<file path="config.mk">
export PLATFORM = sky130hd
export DESIGN_NAME = key_press_duration_classifier_flat
export DESIGN_NICKNAME = d
export VERILOG_FILES = /design/src/rtl/kpdc_pkg.sv /design/src/rtl/kpdc_key_if.sv /design/src/rtl/kpdc_press_if.sv /design/src/rtl/key_press_duration_classifier.sv /design/src/flat_wrapper.sv
export SDC_FILE = /design/constraint.sdc
export NUM_CORES = 1
export LEC_CHECK = 0
export ABC_AREA = 0
export BUFFER_PORTS_ARGS = -buffer_cell sky130_fd_sc_hd__buf_2
export CORE_AREA = 4 4 144 146
export DETAILED_ROUTE_END_ITERATION = 10
export DIE_AREA = 0 0 148 150
export PLACE_DENSITY = 0.45
export SYNTH_ARGS = -nofsm -noshare
export SYNTH_HDL_FRONTEND = slang
export SYNTH_SLANG_ARGS = --single-unit
</file>
<file path="constraint.sdc">
create_clock -name clk -period 6.3 [get_ports clk]
set_input_delay 0.63 -clock clk [delete_from_list [all_inputs] [get_ports clk]]
set_output_delay 0.63 -clock clk [all_outputs]
set_load 0.01 [all_outputs]
</file>
<file path="src/rtl/kpdc_pkg.sv">
// kpdc_pkg: shared constants and types for the key press duration classifier
// no dependencies; used by kpdc_press_if, the top level and the test bench

package kpdc_pkg;

  localparam int unsigned COUNT_WIDTH_DEF = 16;
  localparam int unsigned CFG_W           = 16;
  localparam int unsigned CFG_ADDR_W      = 3;
  localparam int unsigned OUT_HOLD_W      = 16;

  typedef logic [CFG_ADDR_W-1:0] cfg_addr_t;
  typedef logic [1:0]            press_class_t;

  // register indexes
  localparam cfg_addr_t REG_DEBOUNCE_TICKS   = 3'd0;
  localparam cfg_addr_t REG_LONG_THRESHOLD   = 3'd1;
  localparam cfg_addr_t REG_VERY_LONG_THRESH = 3'd2;
  localparam cfg_addr_t REG_SHORT_ENABLE     = 3'd3;
  localparam cfg_addr_t REG_LONG_ENABLE      = 3'd4;
  localparam cfg_addr_t REG_VERY_LONG_ENABLE = 3'd5;

  // reset values
  localparam logic [CFG_W-1:0] DEBOUNCE_DEF  = 16'd50;
  localparam logic [CFG_W-1:0] LONG_DEF      = 16'd40;
  localparam logic [CFG_W-1:0] VERY_LONG_DEF = 16'd200;

  // press classes
  localparam press_class_t CLASS_SHORT     = 2'd0;
  localparam press_class_t CLASS_LONG      = 2'd1;
  localparam press_class_t CLASS_VERY_LONG = 2'd2;

endpackage

</file>
<file path="src/rtl/kpdc_key_if.sv">
// kpdc_key_if: valid/ready channel carrying one sampled key level per tick
// depends on nothing

interface kpdc_key_if;
  logic valid;
  logic ready;
  logic key_level;

  modport source (output valid, output key_level, input ready);
  modport sink (input valid, input key_level, output ready);
endinterface

</file>
<file path="src/rtl/kpdc_press_if.sv">
// kpdc_press_if: valid/ready channel carrying one classified key press
// depends on kpdc_pkg for the class type and report width

interface kpdc_press_if;
  logic                                    valid;
  logic                                    ready;
  kpdc_pkg::press_class_t                  press_class;
  logic [kpdc_pkg::OUT_HOLD_W-1:0]         hold_periods;

  modport source (output valid, output press_class, output hold_periods, input ready);
  modport sink (input valid, input press_class, input hold_periods, output ready);
endinterface

</file>
<file path="src/rtl/key_press_duration_classifier.sv">
// key_press_duration_classifier: debounced key press timing and classification
// depends on kpdc_pkg, kpdc_key_if and kpdc_press_if
// a press report is registered: it appears in the cycle after the tick that ends the press
// throughput: one key tick per cycle; the single result register holds a report
// until it is taken, and a tick is taken only when that register is free or draining
// reset (rst, synchronous): registers to defaults, key idle, timer stopped, no report

module key_press_duration_classifier #(
  parameter int unsigned COUNT_WIDTH = kpdc_pkg::COUNT_WIDTH_DEF
) (
  input  logic                           clk,
  input  logic                           rst,
  input  logic                           cfg_we,
  input  kpdc_pkg::cfg_addr_t            cfg_addr,
  input  logic [kpdc_pkg::CFG_W-1:0]     cfg_wdata,
  kpdc_key_if.sink                       key,
  kpdc_press_if.source                   press
);
  import kpdc_pkg::*;

  localparam int unsigned CMP_W = (COUNT_WIDTH > CFG_W) ? COUNT_WIDTH : CFG_W;

  localparam logic [1:0] PH_IDLE     = 2'd0;
  localparam logic [1:0] PH_PRESSED  = 2'd1;
  localparam logic [1:0] PH_DOWN     = 2'd2;
  localparam logic [1:0] PH_RELEASED = 2'd3;

  localparam logic [1:0] EM_FALLING = 2'd0;
  localparam logic [1:0] EM_RISING  = 2'd1;
  localparam logic [1:0] EM_ANY     = 2'd2;

  localparam logic [COUNT_WIDTH-1:0] HOLD_MAX = {COUNT_WIDTH{1'b1}};
  localparam logic [CMP_W-1:0]       REPORT_MAX = CMP_W'({OUT_HOLD_W{1'b1}});

  // configuration
  logic [CFG_W-1:0] debounce_ticks;
  logic [CFG_W-1:0] long_threshold;
  logic [CFG_W-1:0] very_long_threshold;
  logic             short_enable;
  logic             long_enable;
  logic             very_long_enable;

  // key state
  logic [1:0]             phase, phase_next;
  logic [1:0]             edge_mode, edge_mode_next;
  logic                   last_level;
  logic [CFG_W-1:0]       countdown, countdown_next;
  logic [COUNT_WIDTH-1:0] hold_count, hold_count_next;

  // result register
  logic                  out_valid;
  press_class_t          out_class;
  logic [OUT_HOLD_W-1:0] out_hold;

  logic                  accept;
  logic                  lvl, falling, rising, edge_en;
  logic [CFG_W-1:0]      period, cd_dec;
  logic [CMP_W-1:0]      hold_ext;
  logic                  is_very_long, is_long;
  logic                  emit;
  press_class_t          emit_class;
  logic [OUT_HOLD_W-1:0] emit_hold;

  assign key.ready = !out_valid || press.ready;
  assign accept    = key.valid && key.ready;
  assign lvl       = key.key_level;

  assign falling = last_level && !lvl;
  assign rising  = !last_level && lvl;
  assign edge_en = ((edge_mode == EM_ANY) && (falling || rising)) ||
                   ((edge_mode == EM_FALLING) && falling) ||
                   ((edge_mode == EM_RISING) && rising);

  // zero period behaves as one tick
  assign period = (debounce_ticks == '0) ? CFG_W'(1) : debounce_ticks;
  assign cd_dec = countdown - CFG_W'(1);

  assign hold_ext     = CMP_W'(hold_count);
  assign is_very_long = very_long_enable && (hold_ext > CMP_W'(very_long_threshold));
  assign is_long      = long_enable && (hold_ext > CMP_W'(long_threshold));
  assign emit_hold    = (hold_ext > REPORT_MAX) ? {OUT_HOLD_W{1'b1}}
                                                : hold_ext[OUT_HOLD_W-1:0];

  always_comb begin
    phase_next      = phase;
    edge_mode_next  = edge_mode;
    countdown_next  = countdown;
    hold_count_next = hold_count;
    emit            = 1'b0;
    emit_class      = CLASS_SHORT;
    if (edge_en) begin
      case (phase)
        PH_IDLE: phase_next = PH_PRESSED;
        PH_DOWN: phase_next = PH_RELEASED;
        default: phase_next = phase;
      endcase
      countdown_next = period;
      edge_mode_next = EM_ANY;
    end else if (countdown != '0) begin
      countdown_next = cd_dec;
      if (cd_dec == '0) begin
        if (lvl) begin
          // released: classify and report (short presses only if enabled)
          phase_next      = PH_IDLE;
          edge_mode_next  = EM_FALLING;
          hold_count_next = '0;
          if (is_very_long) begin
            emit       = 1'b1;
            emit_class = CLASS_VERY_LONG;
          end else if (is_long) begin
            emit       = 1'b1;
            emit_class = CLASS_LONG;
          end else begin
            emit       = short_enable;
          end
        end else begin
          // still held: one more period
          phase_next      = PH_DOWN;
          edge_mode_next  = EM_RISING;
          countdown_next  = period;
          if (hold_count != HOLD_MAX) begin
            hold_count_next = hold_count + COUNT_WIDTH'(1);
          end
        end
      end
    end
  end

  always_ff @(posedge clk) begin
    if (rst) begin
      debounce_ticks      <= DEBOUNCE_DEF;
      long_threshold      <= LONG_DEF;
      very_long_threshold <= VERY_LONG_DEF;
      short_enable        <= 1'b1;
      long_enable         <= 1'b1;
      very_long_enable    <= 1'b1;
    end else if (cfg_we) begin
      case (cfg_addr)
        REG_DEBOUNCE_TICKS:   debounce_ticks      <= cfg_wdata;
        REG_LONG_THRESHOLD:   long_threshold      <= cfg_wdata;
        REG_VERY_LONG_THRESH: very_long_threshold <= cfg_wdata;
        REG_SHORT_ENABLE:     short_enable        <= cfg_wdata[0];
        REG_LONG_ENABLE:      long_enable         <= cfg_wdata[0];
        REG_VERY_LONG_ENABLE: very_long_enable    <= cfg_wdata[0];
        default: ;
      endcase
    end
  end

  always_ff @(posedge clk) begin
    if (rst) begin
      phase      <= PH_IDLE;
      edge_mode  <= EM_FALLING;
      last_level <= 1'b1;
      countdown  <= '0;
      hold_count <= '0;
    end else if (accept) begin
      phase      <= phase_next;
      edge_mode  <= edge_mode_next;
      last_level <= lvl;
      countdown  <= countdown_next;
      hold_count <= hold_count_next;
    end
  end

  always_ff @(posedge clk) begin
    if (rst) begin
      out_valid <= 1'b0;
    end else if (accept && emit) begin
      out_valid <= 1'b1;
    end else if (press.ready) begin
      out_valid <= 1'b0;
    end
  end

  // payload needs no reset
  always_ff @(posedge clk) begin
    if (accept && emit) begin
      out_class <= emit_class;
      out_hold  <= emit_hold;
    end
  end

  assign press.valid        = out_valid;
  assign press.press_class  = out_class;
  assign press.hold_periods = out_hold;

  // a running timer always belongs to a press in progress
  a_timer_not_idle: assert property (@(posedge clk) disable iff (rst)
    (countdown != '0) |-> (phase != PH_IDLE))
    else $error("debounce timer running while idle");

  // idle means only falling edges are armed and nothing is counted
  a_idle_clean: assert property (@(posedge clk) disable iff (rst)
    (phase == PH_IDLE) |-> ((edge_mode == EM_FALLING) && (hold_count == '0)))
    else $error("idle phase with stale edge mode or hold count");

  // a report only ends a pressed or released phase
  a_emit_phase: assert property (@(posedge clk) disable iff (rst)
    (accept && emit) |-> ((phase == PH_PRESSED) || (phase == PH_RELEASED)))
    else $error("press report from unexpected phase");

  // an accepted edge reloads the timer with the debounce period
  a_timer_bound: assert property (@(posedge clk) disable iff (rst)
    (accept && edge_en) |=> (countdown == $past(period)))
    else $error("timer not reloaded with the debounce period");

  // a waiting report is not overwritten
  a_no_overrun: assert property (@(posedge clk) disable iff (rst)
    (out_valid && !press.ready) |-> !accept)
    else $error("key tick taken while report stalled");

endmodule

</file>
<file path="src/flat_wrapper.sv">
// flat-port wrapper written by rule: the top's interface ports become plain ports
module key_press_duration_classifier_flat import kpdc_pkg::*;
#(
  parameter int unsigned COUNT_WIDTH = kpdc_pkg::COUNT_WIDTH_DEF
)
  (clk, rst, cfg_we, cfg_addr, cfg_wdata, key_valid, key_key_level, key_ready, press_valid, press_press_class, press_hold_periods, press_ready);
  kpdc_key_if key_i ();
  kpdc_press_if press_i ();
  input  logic clk;
  input  logic rst;
  input  logic cfg_we;
  input  kpdc_pkg::cfg_addr_t cfg_addr;
  input  logic [kpdc_pkg::CFG_W-1:0] cfg_wdata;
  input wire logic [$bits(key_i.valid)-1:0] key_valid;
  input wire logic [$bits(key_i.key_level)-1:0] key_key_level;
  output wire logic [$bits(key_i.ready)-1:0] key_ready;
  output wire logic [$bits(press_i.valid)-1:0] press_valid;
  output wire logic [$bits(press_i.press_class)-1:0] press_press_class;
  output wire logic [$bits(press_i.hold_periods)-1:0] press_hold_periods;
  input wire logic [$bits(press_i.ready)-1:0] press_ready;
  assign key_i.valid = key_valid;
  assign key_i.key_level = key_key_level;
  assign key_ready = key_i.ready;
  assign press_valid = press_i.valid;
  assign press_press_class = press_i.press_class;
  assign press_hold_periods = press_i.hold_periods;
  assign press_i.ready = press_ready;
  key_press_duration_classifier #(.COUNT_WIDTH(COUNT_WIDTH)) u_core (.clk(clk), .rst(rst), .cfg_we(cfg_we), .cfg_addr(cfg_addr), .cfg_wdata(cfg_wdata), .key(key_i), .press(press_i));
endmodule
</file>
==> metrics <==
run status=complete, no violations; largest net degree at the start of global routing=63; mapped cell area=0.005715 mm^2; Worst R2R Path Depth=8; Final setup viols=0; GPL Wtd Cong=0.8487; initial antenna violation count=0; class of the worst hold path=flip-flop to flip-flop; Adder-Cell Fraction of Synth Area=0.08319; Layout Nets=776; worst skew pair latency=350 ps; peak supply drop=0.1661 mV; post-synthesis cell type count=57; Post-CTS Resized=0; mux contribution to synthesized area=0.007005; Achievable Freq=214.0 MHz; register area share after synthesis=0.3993; layout overhead on the synthesized area=12.78%; synthesis-stage register bit count=105; CP Capture Type=flip-flop; row count=51; Setup crit start kind=flip-flop; Synth Area in Compound Gates=0.2001; area fraction in and, or, nand and nor cells after synthesis=0.2430; Worst R2R Setup Slack=1630 ps; Multi-input gate area=0.003100 mm^2; Req. time, crit path=6280 ps; Initial Utilization=0.2946; fraction of registers with async set/reset=0; total track usage=0.1488; Fin Setup TNS=0 ps; DRT antenna net count=0; Avg Cell Area, Syn=8.188 um^2; Filler cells=2,081; # hold bufs at CTS=0; Leakage=2.250 nW; Slew @ Worst Pin=997.1 ps; start point of the critical path=u_core.countdown[1]; final wirelength=16,420 um; PortBufs=44; Critical Path Max Stage Delay=1000 ps; Crit Path Category=flip-flop to flip-flop; syn nets=761; area leader, netlist=dfxtp_1; cells after synthesis=698; # clock sinks=105; vias in the first global route=4,789; Slew Viols, Final=0; ant diodes=0; Clock transition at path regs=70 ps; CTS H-tree lvls=3; Setup Skew=8.281 ps; critical path cell sequence=inv_1, ha_1, nor3b_1, nand4_1, xnor2_1, or4b_4, or4_1, a311oi_4; TritonCTS clock tree=built; Worst EP arrival=4650 ps; relative max-transition margin=0.3352; Most used DFF post-synth=dfxtp_1; synth top area cells=dfxtp_1 30%, edfxtp_1 9.5%, nand2_1 8.7%; R2R Path End=u_core.press.hold_periods[13]; CP max-delay cell=or4_1; drt pass-1 iters=4; die height=150 um; Yosys warning total=0; xor/xnor cell area share of the yosys netlist=0.004597; Starting DRT DRC Count=248; grt ovf=0; I/O pin count=45; largest family of logic cells by synthesized area=simple AND/OR/NAND/NOR gates; Final Hold Vio Count=0; count leader, synth=nand2_1; layout cells sized above 1=0.1086; Synth top area share=0.3047; Placeable Area=0.01940 mm^2; final period utilization=0.7417; Post-synth EDFFs=18; die area=0.02220 mm^2; Die Wd=148 um; dpl hpwl=12,030 um; number of remaining DRC errors=0; number of vias in the routed layout=5,062; Critical Path Fanout Max=34; RSZ-0062 raised after global routing=no; FF+latch area=0.002282 mm^2; clock root cell=clkbuf_16; termination of the worst setup path=u_core.press.hold_periods[13]; CTS Buf Count=9; average wire per standard cell=16.70 um; vias per inst=5.150; Period minus WS final=4673 ps; first-pass GRT wire length=26,210 um; Post-CTS Repair Setup Buffers=0; hold_ws=456.8 ps; Max-Cap Viols=0; power per cell area=281.5 mW/mm^2; CTS max path bufs=2; Synth top cells by count=132 x nand2_1, 87 x dfxtp_1, 77 x a21oi_1; Reg-to-Reg Start=u_core.countdown[1]
-- layer usage --
metal	vias up	wire length [um]	global-route usage
li1	2551	-	-
met1	2409	7936	0.1994
met2	83	7722	0.2505
met3	19	469	0.02090
met4	0	292	0.04296
met5	-	0	0
-- cells by family (layout without fill, tap and decap cells) --
kind of cell / count (synthesis) / in the layout
AO/OA/AOI/OAI: 183 / 183
AND/OR/NAND/NOR: 274 / 274
flip-flops: 105 / 105
adder cells (fa/ha/maj): 38 / 38
buffers and inverters: 91 / 111
XOR/XNOR: 3 / 3
multiplexers: 4 / 4
-- metrics by stage --
| step | std cells | total power [W] | util | area (um^2) | worst slack (ps) |
|---|---|---|---|---|---|
| 3_3_place_gp | 967 | 0.001248 | 0.3171 | 6152 | 1719 |
| 2_1_floorplan | 698 | 0.001119 | - | 5715 | 1350 |
| 4_1_cts | 983 | 0.001828 | 0.3323 | 6446 | 1604 |
| 3_5_place_dp | 967 | 0.001251 | 0.3171 | 6152 | 1611 |
| 6_report | 983 | 0.001815 | 0.3323 | 6446 | 1627 |
| 5_1_grt | 983 | 0.001914 | 0.3323 | 6446 | 1300 |
-- where the power goes --
part | switching [W] | internal [W]
sequential | 0.0000648 | 0.000715
combinational | 0.000288 | 0.000172
clock | 0.000278 | 0.000297
-- how the worst min path moves through the flow --
| stage | end | slack (ps) | start | cells after the start |
|---|---|---|---|---|
| finish | u_core.very_long_threshold[2] | 460 | u_core.very_long_threshold[2] | 2 |
| global route | u_core.very_long_threshold[0] | 480 | u_core.very_long_threshold[0] | 2 |
| CTS | u_core.very_long_threshold[2] | 460 | u_core.very_long_threshold[2] | 2 |
| detailed placement | u_core.very_long_threshold[2] | 450 | u_core.very_long_threshold[2] | 2 |
| global placement | u_core.long_threshold[15] | 440 | u_core.long_threshold[15] | 2 |
| floorplan | u_core.debounce_ticks[0] | 440 | u_core.debounce_ticks[0] | 2 |
-- cells in the final DEF, fill, tap and decap left out, types with 4 or more instances in the layout --
cell       netlist  layout
o211ai_1        18      18
or4_1           19      19
or2_2            5       5
dfxtp_1         87      87
o31ai_1         16      16
nor2_1          15      15
a31oi_1         12      12
o2111ai_1        4       4
nor3_1          15      15
edfxtp_1        18      18
and2_1           5       5
nand4_1          8       8
nand2_1        132     132
a21o_1           4       4
ha_1            38      38
nand3_1         23      23
clkbuf_16        0      10
buf_4            0       7
nand2b_1         7       7
or3_1            9       9
inv_1           43      43
o21a_1           6       6
o21ai_0         19      19
nor4_1           9       9
a21oi_1         77      77
a211o_1          4       4
buf_2            2      44
nand3b_1         4       4
mux2i_1          4       4
-- worst max-delay path: cells and delay by family, from the launching register on --
| family | cells | cell delay (ps) |
|---|---|---|
| simple gates | 4 | 2260 |
| buf+inv | 1 | 140 |
| xor+xnor | 1 | 190 |
| fa+ha+maj | 1 | 320 |
| flops | 1 | 410 |
| compound gates | 1 | 980 |
-- sequential cells by signal (all words and copies together), names as in the netlist --
name	cells
u_core.long_threshold	16
u_core.edge_mode	2
u_core.hold_count	16
u_core.last_level	1
u_core.debounce_ticks	16
u_core.press.valid	1
u_core.very_long_enable	1
u_core.press.press_class	2
u_core.short_enable	1
u_core.very_long_threshold	16
u_core.countdown	16
u_core.press.hold_periods	16
u_core.long_enable	1
-- final cells by class --
class,count,area share
clock buffer,10,0.03882
clock inverter,6,0.006793
inverter,44,0.02562
multi-input combinational,502,0.4810
sequential,105,0.3540
tap,265,0.05144
timing repair buffer,51,0.04231
Power figures use the tool's default switching activity.
